## src/rtl/core/ip_address_text_classifier_macros.svh

```systemverilog
// ----------------------------------------------------------------------------
// ip_address_text_classifier_macros.svh
// Assertion macros for the address text classifier; empty bodies in synthesis.
// ----------------------------------------------------------------------------
`ifndef IP_ADDRESS_TEXT_CLASSIFIER_MACROS_SVH
`define IP_ADDRESS_TEXT_CLASSIFIER_MACROS_SVH

`ifndef SYNTHESIS

// Property checked at every edge outside reset
`define IPTC_ASSERT(lbl, clk, rst_n, prop) \
  lbl: assert property (@(posedge clk) disable iff (!rst_n) prop) \
    else $error("iptc assertion failed");

// Property checked at every edge, reset included
`define IPTC_ASSERT_ALWAYS(lbl, clk, prop) \
  lbl: assert property (@(posedge clk) prop) \
    else $error("iptc assertion failed");

`else

`define IPTC_ASSERT(lbl, clk, rst_n, prop)
`define IPTC_ASSERT_ALWAYS(lbl, clk, prop)

`endif

`endif

```

## src/rtl/core/iptc_pkg.sv

```systemverilog
// ----------------------------------------------------------------------------
// iptc_pkg
// Shared types and constants of the address text classifier.
// ----------------------------------------------------------------------------
package iptc_pkg;

  // Character codes
  parameter logic [7:0] CHAR_DOT     = 8'h2E;
  parameter logic [7:0] CHAR_COLON   = 8'h3A;
  parameter logic [7:0] CHAR_ZERO    = 8'h30;
  parameter logic [7:0] CHAR_NINE    = 8'h39;
  parameter logic [7:0] CHAR_LOWER_A = 8'h61;
  parameter logic [7:0] CHAR_LOWER_F = 8'h66;
  parameter logic [7:0] CHAR_UPPER_A = 8'h41;
  parameter logic [7:0] CHAR_UPPER_F = 8'h46;

  // Dotted-decimal limits
  parameter logic [8:0] V4_GROUP_MAX  = 9'd255;
  parameter logic [8:0] V4_GROUP_SAT  = 9'd256;
  parameter logic [2:0] V4_DIGITS_MAX = 3'd3;
  parameter logic [2:0] V4_DOTS_NEED  = 3'd3;
  parameter logic [2:0] CNT3_SAT      = 3'd7;

  // Colon-hex limits
  parameter logic [3:0] V6_COLONS_MAX = 4'd7;
  parameter logic [3:0] V6_COLONS_SAT = 4'd15;
  parameter logic [2:0] V6_HEX_MAX    = 3'd4;

  // Default depth of the queue between front and back
  parameter int QUEUE_DEPTH = 2;

  typedef enum logic [1:0] {
    VERDICT_NONE = 2'd0,
    VERDICT_V4   = 2'd1,
    VERDICT_V6   = 2'd2
  } verdict_t;

  // Classified character as passed from front to back
  typedef struct packed {
    logic       is_dot;
    logic       is_colon;
    logic       is_dec;
    logic       is_zero;
    logic       is_hex;
    logic [3:0] digit;
    logic       last;
  } char_class_t;

  // Queue status seen by front and back
  typedef struct packed {
    logic full;
    logic valid;
  } queue_status_t;

endpackage

```

## src/rtl/core/iptc_front.sv

```systemverilog
// ----------------------------------------------------------------------------
// iptc_front
// Input handshake and character classification ahead of the queue.
// ----------------------------------------------------------------------------
module iptc_front (
  input  logic                  in_valid,
  output logic                  in_stall,
  input  logic [7:0]            in_character,
  input  logic                  in_last_char,
  input  iptc_pkg::queue_status_t q_status,
  output logic                  push,
  output iptc_pkg::char_class_t push_item
);

  // Stall only while the queue has no room
  assign in_stall = q_status.full;
  assign push     = in_valid && !q_status.full;

  // Character classes
  always_comb begin
    push_item          = '0;
    push_item.is_dot   = (in_character == iptc_pkg::CHAR_DOT);
    push_item.is_colon = (in_character == iptc_pkg::CHAR_COLON);
    push_item.is_dec   = (in_character >= iptc_pkg::CHAR_ZERO) &&
                         (in_character <= iptc_pkg::CHAR_NINE);
    push_item.is_zero  = (in_character == iptc_pkg::CHAR_ZERO);
    push_item.is_hex   = push_item.is_dec ||
                         ((in_character >= iptc_pkg::CHAR_LOWER_A) &&
                          (in_character <= iptc_pkg::CHAR_LOWER_F)) ||
                         ((in_character >= iptc_pkg::CHAR_UPPER_A) &&
                          (in_character <= iptc_pkg::CHAR_UPPER_F));
    push_item.digit    = in_character[3:0];
    push_item.last     = in_last_char;
  end

endmodule

```

## src/rtl/core/iptc_queue.sv

```systemverilog
// ----------------------------------------------------------------------------
// iptc_queue
// Short FIFO of classified items between front and back.
// ----------------------------------------------------------------------------
module iptc_queue #(
  parameter int DEPTH = iptc_pkg::QUEUE_DEPTH
) (
  input  logic                    clk,
  input  logic                    rst_n,
  input  logic                    push,
  input  iptc_pkg::char_class_t   push_item,
  input  logic                    pop,
  output iptc_pkg::queue_status_t status,
  output iptc_pkg::char_class_t   pop_item
);

  localparam int PtrW = (DEPTH > 1) ? $clog2(DEPTH) : 1;
  localparam int CntW = $clog2(DEPTH + 1);

  iptc_pkg::char_class_t store_r [DEPTH];
  logic [PtrW-1:0] wr_ptr_r, wr_ptr_nxt;
  logic [PtrW-1:0] rd_ptr_r, rd_ptr_nxt;
  logic [CntW-1:0] count_r, count_nxt;

  // Pointer wrap
  function automatic logic [PtrW-1:0] ptr_inc(input logic [PtrW-1:0] p);
    ptr_inc = (p == PtrW'(DEPTH - 1)) ? '0 : p + 1'b1;
  endfunction

  always_comb begin
    wr_ptr_nxt = push ? ptr_inc(wr_ptr_r) : wr_ptr_r;
    rd_ptr_nxt = pop  ? ptr_inc(rd_ptr_r) : rd_ptr_r;
    unique case ({push, pop})
      2'b10:   count_nxt = count_r + 1'b1;
      2'b01:   count_nxt = count_r - 1'b1;
      default: count_nxt = count_r;
    endcase
  end

  // Control registers
  always_ff @(posedge clk) begin
    if (!rst_n) begin
      wr_ptr_r <= '0;
      rd_ptr_r <= '0;
      count_r  <= '0;
    end else begin
      wr_ptr_r <= wr_ptr_nxt;
      rd_ptr_r <= rd_ptr_nxt;
      count_r  <= count_nxt;
    end
  end

  // Entry storage
  always_ff @(posedge clk) begin
    if (push) begin
      store_r[wr_ptr_r] <= push_item;
    end
  end

  assign pop_item     = store_r[rd_ptr_r];
  assign status.full  = (count_r == CntW'(DEPTH));
  assign status.valid = (count_r != '0);

endmodule

```

## src/rtl/core/iptc_back.sv

```systemverilog
// ----------------------------------------------------------------------------
// iptc_back
// Both address checkers and the verdict output register.
// ----------------------------------------------------------------------------
module iptc_back (
  input  logic                    clk,
  input  logic                    rst_n,
  input  iptc_pkg::queue_status_t q_status,
  input  iptc_pkg::char_class_t   q_item,
  output logic                    pop,
  output logic                    out_valid,
  input  logic                    out_stall,
  output logic [1:0]              out_verdict
);

  // Dotted-decimal checker state
  logic       v4_failed_r, v4_failed_nxt;
  logic [2:0] v4_dot_count_r, v4_dot_count_nxt;
  logic [8:0] v4_group_value_r, v4_group_value_nxt;
  logic [2:0] v4_digit_count_r, v4_digit_count_nxt;
  logic       v4_leading_zero_r, v4_leading_zero_nxt;
  // Colon-hex checker state
  logic       v6_failed_r, v6_failed_nxt;
  logic [3:0] v6_colon_count_r, v6_colon_count_nxt;
  logic [2:0] v6_hex_count_r, v6_hex_count_nxt;
  logic       v6_empty_seen_r, v6_empty_seen_nxt;
  // Output register
  logic       out_valid_r, out_valid_nxt;
  iptc_pkg::verdict_t out_verdict_r, out_verdict_nxt;

  logic [12:0] v4_mul10;
  logic        v4_ok;
  logic        v6_ok;

  // Take an item unless it ends a string while the output slot is held
  assign pop = q_status.valid && (!q_item.last || !out_valid_r || !out_stall);

  assign v4_mul10 = 13'({v4_group_value_r, 3'b000}) + 13'({v4_group_value_r, 1'b0}) +
                    13'(q_item.digit);

  // Dotted-decimal update
  always_comb begin
    v4_failed_nxt       = v4_failed_r;
    v4_dot_count_nxt    = v4_dot_count_r;
    v4_group_value_nxt  = v4_group_value_r;
    v4_digit_count_nxt  = v4_digit_count_r;
    v4_leading_zero_nxt = 1'b0;
    if (v4_failed_r) begin
      v4_failed_nxt = 1'b1;
    end else if (v4_leading_zero_r && !q_item.is_dot) begin
      v4_failed_nxt = 1'b1;
    end else if (q_item.is_dot) begin
      if ((v4_digit_count_r == '0) || (v4_digit_count_r > iptc_pkg::V4_DIGITS_MAX) ||
          (v4_group_value_r > iptc_pkg::V4_GROUP_MAX)) begin
        v4_failed_nxt = 1'b1;
      end else begin
        if (v4_dot_count_r != iptc_pkg::CNT3_SAT) begin
          v4_dot_count_nxt = v4_dot_count_r + 1'b1;
        end
        v4_group_value_nxt = '0;
        v4_digit_count_nxt = '0;
      end
    end else if (q_item.is_dec) begin
      v4_leading_zero_nxt = (v4_digit_count_r == '0) && q_item.is_zero && !q_item.last;
      if (v4_mul10 > 13'(iptc_pkg::V4_GROUP_SAT)) begin
        v4_group_value_nxt = iptc_pkg::V4_GROUP_SAT;
      end else begin
        v4_group_value_nxt = v4_mul10[8:0];
      end
      if (v4_digit_count_r != iptc_pkg::CNT3_SAT) begin
        v4_digit_count_nxt = v4_digit_count_r + 1'b1;
      end
    end else begin
      v4_failed_nxt = 1'b1;
    end
  end

  // Colon-hex update
  always_comb begin
    v6_failed_nxt      = v6_failed_r;
    v6_colon_count_nxt = v6_colon_count_r;
    v6_hex_count_nxt   = v6_hex_count_r;
    v6_empty_seen_nxt  = v6_empty_seen_r;
    if (!v6_failed_r) begin
      if (q_item.is_colon) begin
        if ((v6_hex_count_r == '0) && v6_empty_seen_r) begin
          v6_failed_nxt = 1'b1;
        end else if (v6_hex_count_r > iptc_pkg::V6_HEX_MAX) begin
          v6_failed_nxt = 1'b1;
        end else begin
          if (v6_hex_count_r == '0) begin
            v6_empty_seen_nxt = 1'b1;
          end
          if (v6_colon_count_r != iptc_pkg::V6_COLONS_SAT) begin
            v6_colon_count_nxt = v6_colon_count_r + 1'b1;
          end
          v6_hex_count_nxt = '0;
        end
      end else if (q_item.is_hex) begin
        if (v6_hex_count_r != iptc_pkg::CNT3_SAT) begin
          v6_hex_count_nxt = v6_hex_count_r + 1'b1;
        end
      end else begin
        v6_failed_nxt = 1'b1;
      end
    end
  end

  // Verdict from the updated state
  assign v4_ok = !v4_failed_nxt && (v4_dot_count_nxt == iptc_pkg::V4_DOTS_NEED) &&
                 (v4_digit_count_nxt != '0) && (v4_group_value_nxt <= iptc_pkg::V4_GROUP_MAX);
  assign v6_ok = !v6_failed_nxt && (v6_colon_count_nxt <= iptc_pkg::V6_COLONS_MAX) &&
                 (v6_hex_count_nxt != '0) && (v6_hex_count_nxt <= iptc_pkg::V6_HEX_MAX);

  always_comb begin
    out_valid_nxt   = out_valid_r && out_stall;
    out_verdict_nxt = out_verdict_r;
    if (pop && q_item.last) begin
      out_valid_nxt = 1'b1;
      priority if (v4_ok) begin
        out_verdict_nxt = iptc_pkg::VERDICT_V4;
      end else if (v6_ok) begin
        out_verdict_nxt = iptc_pkg::VERDICT_V6;
      end else begin
        out_verdict_nxt = iptc_pkg::VERDICT_NONE;
      end
    end
  end

  // Checker state, cleared at the end of each string, and output valid
  always_ff @(posedge clk) begin
    if (!rst_n) begin
      v4_failed_r       <= 1'b0;
      v4_dot_count_r    <= '0;
      v4_group_value_r  <= '0;
      v4_digit_count_r  <= '0;
      v4_leading_zero_r <= 1'b0;
      v6_failed_r       <= 1'b0;
      v6_colon_count_r  <= '0;
      v6_hex_count_r    <= '0;
      v6_empty_seen_r   <= 1'b0;
      out_valid_r       <= 1'b0;
    end else begin
      out_valid_r <= out_valid_nxt;
      if (pop && q_item.last) begin
        v4_failed_r       <= 1'b0;
        v4_dot_count_r    <= '0;
        v4_group_value_r  <= '0;
        v4_digit_count_r  <= '0;
        v4_leading_zero_r <= 1'b0;
        v6_failed_r       <= 1'b0;
        v6_colon_count_r  <= '0;
        v6_hex_count_r    <= '0;
        v6_empty_seen_r   <= 1'b0;
      end else if (pop) begin
        v4_failed_r       <= v4_failed_nxt;
        v4_dot_count_r    <= v4_dot_count_nxt;
        v4_group_value_r  <= v4_group_value_nxt;
        v4_digit_count_r  <= v4_digit_count_nxt;
        v4_leading_zero_r <= v4_leading_zero_nxt;
        v6_failed_r       <= v6_failed_nxt;
        v6_colon_count_r  <= v6_colon_count_nxt;
        v6_hex_count_r    <= v6_hex_count_nxt;
        v6_empty_seen_r   <= v6_empty_seen_nxt;
      end
    end
  end

  // Verdict payload
  always_ff @(posedge clk) begin
    out_verdict_r <= out_verdict_nxt;
  end

  assign out_valid   = out_valid_r;
  assign out_verdict = 2'(out_verdict_r);

endmodule

```

## src/rtl/core/ip_address_text_classifier.sv

```systemverilog
// ----------------------------------------------------------------------------
// ip_address_text_classifier
// Classifies an address string, one character per item, as IPv4, IPv6 or
// neither.
// ----------------------------------------------------------------------------
//   channel  direction  handshake           payload
//   in       input      in_valid/in_stall   in_character[7:0], in_last_char
//   out      output     out_valid/out_stall out_verdict[1:0]
//
// One character per cycle sustained while the queue has room; the back checkers
// update as each character leaves the queue. The last character is first written
// into the queue, and its verdict and out_valid are registered as it is popped.
// Synchronous active-low reset clears the queue, checkers and output valid.
// in_stall rises only when the QUEUE_DEPTH-entry queue is full; a stalled
// verdict holds back only a following last character.
// ----------------------------------------------------------------------------
`include "ip_address_text_classifier_macros.svh"

module ip_address_text_classifier #(
  parameter int QUEUE_DEPTH = iptc_pkg::QUEUE_DEPTH
) (
  input  logic       clk,
  input  logic       rst_n,
  input  logic       in_valid,
  output logic       in_stall,
  input  logic [7:0] in_character,
  input  logic       in_last_char,
  output logic       out_valid,
  input  logic       out_stall,
  output logic [1:0] out_verdict
);

  iptc_pkg::queue_status_t q_status;
  iptc_pkg::char_class_t   push_item;
  iptc_pkg::char_class_t   pop_item;
  logic                    push;
  logic                    pop;

  // Front: handshake and classification
  iptc_front u_front (
    .in_valid     (in_valid),
    .in_stall     (in_stall),
    .in_character (in_character),
    .in_last_char (in_last_char),
    .q_status     (q_status),
    .push         (push),
    .push_item    (push_item)
  );

  // Queue between front and back
  iptc_queue #(
    .DEPTH (QUEUE_DEPTH)
  ) u_queue (
    .clk       (clk),
    .rst_n     (rst_n),
    .push      (push),
    .push_item (push_item),
    .pop       (pop),
    .status    (q_status),
    .pop_item  (pop_item)
  );

  // Back: checkers and verdict
  iptc_back u_back (
    .clk         (clk),
    .rst_n       (rst_n),
    .q_status    (q_status),
    .q_item      (pop_item),
    .pop         (pop),
    .out_valid   (out_valid),
    .out_stall   (out_stall),
    .out_verdict (out_verdict)
  );

  // An accepted item is waiting in the queue on the next cycle
  `IPTC_ASSERT(a_push_fills, clk, rst_n, push |=> q_status.valid)
  // A new verdict only follows a popped last character
  `IPTC_ASSERT(a_verdict_src, clk, rst_n, (out_valid && !$past(out_valid)) |-> $past(pop && pop_item.last))
  // A held verdict is never overwritten
  `IPTC_ASSERT(a_no_overrun, clk, rst_n, (out_valid && out_stall) |-> !(pop && pop_item.last))

endmodule
```

## config.mk

```make
export PLATFORM = sky130hd
export DESIGN_NAME = ip_address_text_classifier
export DESIGN_NICKNAME = d
export VERILOG_FILES = /design/src/rtl/core/iptc_pkg.sv /design/src/rtl/core/iptc_front.sv /design/src/rtl/core/iptc_queue.sv /design/src/rtl/core/iptc_back.sv /design/src/rtl/core/ip_address_text_classifier.sv
export VERILOG_INCLUDE_DIRS = /design/src /design/src/rtl/core
export SDC_FILE = /design/constraint.sdc
export NUM_CORES = 1
export LEC_CHECK = 0
export BUFFER_PORTS_ARGS = -buffer_cell sky130_fd_sc_hd__buf_2
export CORE_MARGIN = 3
export CORE_UTILIZATION = 55
export CTS_CLUSTER_SIZE = 30
export DETAILED_ROUTE_END_ITERATION = 8
export HOLD_SLACK_MARGIN = 0.05
export PLACE_DENSITY = 0.73
export SYNTH_ARGS = -nofsm -noshare
export SYNTH_HDL_FRONTEND = slang
export SYNTH_SLANG_ARGS = --single-unit
```

## constraint.sdc

```tcl
create_clock -name clk -period 4.76 [get_ports clk]
set_input_delay 0.952 -clock clk [delete_from_list [all_inputs] [get_ports clk]]
set_output_delay 0.952 -clock clk [all_outputs]
set_load 0.05 [all_outputs]
```

; After elaboration in Yosys (flattened, before gate mapping)
; Memory sizes are Yosys's and may differ from the RTL's. A register that Yosys moved wholly into a read port is not among the register bits.
; Index checks and enable logic that the tools add are counted.
[word_totals]
reg_bits = 33
latch_bits = 0
ramBits = 20
mem_bits_ro = 0
input_bits = 13
output_inout_bits = 4
elab_cells = 142
n_memories = 1
[op_classes]
addsub = 10
n_mul = 0
div_mod_pow = 0
order_cmp = 13
n_eq_ne = 11
shifts = 0
mux = 51
bitwise = 4
n_reduce_logical = 38
[memory_table]
columns = name, words, width, read_ports, rd_ports_with_merged_regs, write_ports, line
row1 = u_queue.store_r, 2, 10, 1, 1, 1, iptc_queue.sv:20  ; iptc_pkg::char_class_t store_r [DEPTH];
[op_table]
columns = operator, n
row1 = two-way mux 9 bit, 6
row2 = two-way mux 3 bit, 17
row3 = "== test 8 x 6 -> 1 bit, second input constant", 3
row4 = two-way mux 1 bit, 21
row5 = two-way mux 4 bit, 5
row6 = logical AND 1 bit, 17
row7 = ">= comparator 8 x 7 -> 1 bit, second input constant", 2
row8 = "less-or-equal comparator 8 x 7 -> 1 bit, second input constant", 2
row9 = adder 12 x 10 -> 13 bit, 1
row10 = adder 13 x 4 -> 13 bit, 1
row11 = "> comparator 13 x 9 -> 1 bit, second input constant", 1
row12 = "adder 3 x 1 -> 3 bit, second input constant", 3
row13 = "> comparator 9 x 8 -> 1 bit, second input constant", 1
row14 = "less-or-equal comparator 9 x 8 -> 1 bit, second input constant", 1
row15 = "inequality test 3 bit, second input constant", 3
row16 = ">= comparator 8 x 6 -> 1 bit, second input constant", 1
row17 = "less-or-equal comparator 8 x 6 -> 1 bit, second input constant", 1
row18 = logical NOT 1 bit, 7
row19 = logical NOT 3 bit, 2
row20 = logical OR 1 bit, 6
row21 = AND reduction 6 bit, 1
row22 = nonzero test 3 bit, 2
row23 = "adder 4 x 1 -> 4 bit, second input constant", 1
row24 = "== test 2 bit, second input constant", 2
row25 = other kinds (15), 20

; Longest topological paths before layout
[logic_depth]
ltp_word = 11
depth_mapped = 12
depth_no_buf = 11

; By module
; Synthesis repeated with hierarchy kept, for this count alone.
[hier_totals]
cells_unflattened = 337
area_unflattened_um2 = 3293.2
[modules_own_cells]
columns = mod, instances, cells_each, area_per_inst_um2
row1 = iptc_back, 1, 264, 2184.6
row2 = iptc_queue, 1, 53, 937.1
row3 = iptc_front, 1, 20, 171.4

; Worst setup path after synthesis
; OpenSTA, ideal clock, no wires.
[synth_timing]
path_type = register -> register
from = register (tool-made name)
to = register u_back.out_verdict_r[1] (netlist: u_back.out_verdict[1]) (data pin)
setup_ns = 0.261
arrival_ns = 3.291
setup_slack_ns = 1.208
stages_incl_launch_ff = 13
n_path_buf = 1
path_cell_list = dfxtp_1 -> buf_4 -> mux2i_1 -> fa_1 -> inv_1 -> ha_1 -> a211oi_2 -> o21bai_2 -> a211oi_1 -> mux2_4 -> nor4_4 -> a31oi_1 -> o311a_1
[synth_rtl]
columns = element, line
row1 = to (signal assigned), iptc_back.sv:171  ; out_verdict_r <= out_verdict_nxt;
row2 = to (decl), iptc_back.sv:29  ; iptc_pkg::verdict_t out_verdict_r, out_verdict_nxt;

==> results.tsv <==
metric	value	unit
status	complete, no violations	
first_global_vias	2067	
die_height	80.6	µm
synth_seq_area_share	42.6	%
post_synth_inst_count	305	
cts_setup_buffers	0	
most_instantiated_flip_flop_cell_in_the_synthesis_netlist	sky130_fd_sc_hd__dfxtp_1	
route.detailed.wl_per_inst	14.1	µm
cts_tree	done	
timing.critical_path.fanout_max	11	
worst_path_largest_cell_delay	0.68	ns
grt_most_used_layer	met2	
worstHoldStart	u_back.v6_empty_seen_r	
fp.coreArea	0.00524	mm²
grt_util_met1	26.5	%
hold_path_cell_cnt	2	
worstSetupPathType	register to register	
grt_pass1_wl	9690	µm
worstPathCellList	mux2_2 > ha_1 > ha_1 > fa_1 > a21o_1 > a221oi_1 > nor3_1 > nor4_4 > a31oi_1 > o311a_1	
num_vias	2275	
synth.cell_area	0.00306	mm²
start_kind	register	
chipWidth	80.6	µm
ys_ff_latch	54	
hold_buffers	0	
power_per_cell_area	443	mW/mm²
floorplan.io_pins	17	
leakage	1.37	nW
portBuffers	16	
area_taken_by_flip_flops_and_latches	0.00130	mm²
fillCellCount	450	
worst_slew_margin_rel	41.3	%
min_tclk_post_route	4.05	ns
fin_skew	0.0110	ns
fmaxAchievable	0.247	GHz
worstPathRequired	4.82	ns
yosysWarnings	0	
multi_input_area	0.00168	mm²
vdd_ir_drop_max	303	µV
grt_util_all_layers	18.8	%
pin_count_of_the_biggest_net_entering_global_routing	20	
worstSkewPairLatency	0.31	ns
clk_pin_slew	0.10	ns
clock_tree_root_driver_cell	sky130_fd_sc_hd__clkbuf_8	
report.final.slew_viol_count	0	
gr-total-overflow	0	
effective_utilization_at_floorplan	58.4	%
crit_top_cell	sky130_fd_sc_hd__ha_1	
global_route.usage.met3	3.48	%
routabilityCongestion	0.830	
gr-usage-met2	30.2	%
crit_buf_inv	0	
final_antenna_net_count	0	
synth_async_sr_flop_share	0	%
drive_above_1_share	11.7	%
detailedRoute.firstIterationViolations	182	
final_core_util	62.9	%
cts_max_level	2	
endpoints_failing_setup	0	
rrSetupSlack	0.71	ns
antennaDiodeCount	0	
worst_slew_pin_slew	0.877	ns
post_drt_via_cell_ratio	5.77	
postSynthNetCount	344	
cts_num_sinks	54	
finalCritPeriodShare	85.1	%
min_to	u_back.v6_empty_seen_r	
cts.path.max_buffers	2	
postCtsResizedCells	0	
worstRegToRegCells	10	
std_cell_rows	26	
grt_setup_unrepaired	false	
route.final.wire_length	5540	µm
dp_hpwl	4220	µm
synth_top_area_cell	sky130_fd_sc_hd__edfxtp_1	
hold_violations	0	
cp_top_family	compound AO/OA/AOI/OAI gates	
slowest_cell_on_the_critical_path	sky130_fd_sc_hd__dfxtp_1	
post_synth_main_area_contributors	sky130_fd_sc_hd__edfxtp_1 (22%), sky130_fd_sc_hd__dfxtp_1 (21%), sky130_fd_sc_hd__ha_1 (9.8%)	
synth_edf_count	22	
worstReg2RegEnd	u_back.out_verdict[1]	
grt_antenna_before_repair	0	
min_path_type	register to register	
synth_largest_type_area_fraction	21.6	%
floorplan.die_area	0.00649	mm²
drv.max_cap_violation_count	0	
first_pass_iters	4	
synth_cell_types	59	
synth_area_per_cell	10.0	µm²
crit_arrival	4.11	ns
number_of_clock_buffers_inserted_by_tritoncts	5	
nNetsFinal	362	
post-route-drc-count	0	
timing.critical_path.to_type	register	
flow.area_growth_from_synthesis	7.70	%
final.setup.tns	0	ns
area by class of cell:
| class | count | share of cell area, % |
|---|---|---|
| clock inverters | 2 | 0.418 |
| flip-flops and latches | 54 | 39.5 |
| multi-input cells | 232 | 51.0 |
| repair buffers | 17 | 2.66 |
| clock buffers | 6 | 2.20 |
| inverters | 13 | 1.48 |
| well taps | 70 | 2.66 |
sequential cells by signal, indices dropped and copies added, names as in the netlist, named ones only:
signal	count
u_back.v4_dot_count_r	3
u_back.v6_failed_r	1
u_back.v6_empty_seen_r	1
u_back.v4_failed_r	1
u_queue.store_r	20
u_back.out_verdict	2
u_queue.count_r	2
u_back.v4_leading_zero_r	1
u_back.v6_hex_count_r	3
u_back.v6_colon_count_r	4
u_back.out_valid	1
u_back.v4_digit_count_r	3
u_queue.rd_ptr_r	1
u_back.v4_group_value_r	9
u_queue.wr_ptr_r	1
kinds of logic after synthesis:
| family | synth area share [%] |
|---|---|
| AO/OA/AOI/OAI | 15.7 |
| XOR/XNOR | 3.15 |
| adder cells (fa/ha/maj) | 11.1 |
| buffers and inverters | 2.46 |
| flip-flops | 42.6 |
| multiplexers | 5.20 |
| AND/OR/NAND/NOR | 19.8 |
report_power, final:
group	switching, mW	leakage (nW)	total (mW)	internal, mW
logic	0.353	0.858	0.580	0.227
clock network	0.146	0.0456	0.251	0.105
registers	0.0683	0.469	0.628	0.560
total	0.567	1.37	1.46	0.892
per-layer routing:
layer,vias up,part of all wire (%)
met2,45,46
met3,6,4.2
met4,0,1.1
met5,-,0
li1,1169,-
met1,1055,49
stage by stage:
step	hold slack, ns	total power, mW	area [µm²]	setup WS (ns)	std cells
after floorplan	0.437	1.09	3060	1.21	305
after global placement	0.448	1.21	3210	0.809	386
after detailed placement	0.465	1.22	3210	0.749	386
after CTS	0.492	1.47	3290	0.721	394
after global routing	0.514	1.58	3290	0.468	394
final	0.488	1.46	3290	0.710	394
worst reg2reg max path: stages, from the launching register on:
cell and delay (ns):
sky130_fd_sc_hd__dfxtp_1 0.68, sky130_fd_sc_hd__mux2_2 0.40, sky130_fd_sc_hd__ha_1 0.29, sky130_fd_sc_hd__ha_1 0.24, sky130_fd_sc_hd__fa_1 0.41, sky130_fd_sc_hd__a21o_1 0.22
sky130_fd_sc_hd__a221oi_1 0.47, sky130_fd_sc_hd__nor3_1 0.15, sky130_fd_sc_hd__nor4_4 0.39, sky130_fd_sc_hd__a31oi_1 0.18, sky130_fd_sc_hd__o311a_1 0.38
layout by cell type (no fill, tap or decap), drive strengths merged, types with 2 or more instances in the layout:
cell type / n
clkbuf: 6
mux2: 4
buf: 17
o21a: 2
edfxtp: 22
nand2b: 6
fa: 2
a31oi: 5
or3: 6
xnor2: 6
xor2: 5
nor3b: 3
o21ai: 8
nor4: 3
nor2: 31
a221oi: 2
and2: 5
nand2: 20
dfxtp: 32
a22o: 6
ha: 24
nand3: 11
a21o: 2
nor2b: 2
nor3: 11
a21oi: 17
o22ai: 2
inv: 14
a211oi: 8
mux2i: 11
and3: 7
a21boi: 4
synthesized netlist by cell type, types with 6 or more instances:
master / number
sky130_fd_sc_hd__inv_1: 13
sky130_fd_sc_hd__or3_1: 6
sky130_fd_sc_hd__nand2_1: 20
sky130_fd_sc_hd__nand3_1: 11
sky130_fd_sc_hd__o21ai_0: 8
sky130_fd_sc_hd__edfxtp_1: 22
sky130_fd_sc_hd__xnor2_1: 6
sky130_fd_sc_hd__mux2i_1: 11
sky130_fd_sc_hd__a22o_1: 6
sky130_fd_sc_hd__nor3_1: 11
sky130_fd_sc_hd__a21oi_1: 16
sky130_fd_sc_hd__a211oi_1: 6
sky130_fd_sc_hd__ha_1: 24
sky130_fd_sc_hd__dfxtp_1: 32
sky130_fd_sc_hd__and3_1: 7
sky130_fd_sc_hd__nor2_1: 31
sky130_fd_sc_hd__nand2b_1: 6
worst max path at each step:
stage / to / slack [ns] / cells after the start
floorplan: u_back.out_verdict[1] / 1.21 / 12
global placement: u_back.out_verdict[1] / 0.81 / 11
detailed placement: u_back.out_verdict[1] / 0.75 / 11
CTS: u_back.out_verdict[1] / 0.72 / 11
global route: u_back.out_verdict[1] / 0.47 / 11
finish: u_back.out_verdict[1] / 0.71 / 10
Power figures use the tool's default switching activity.
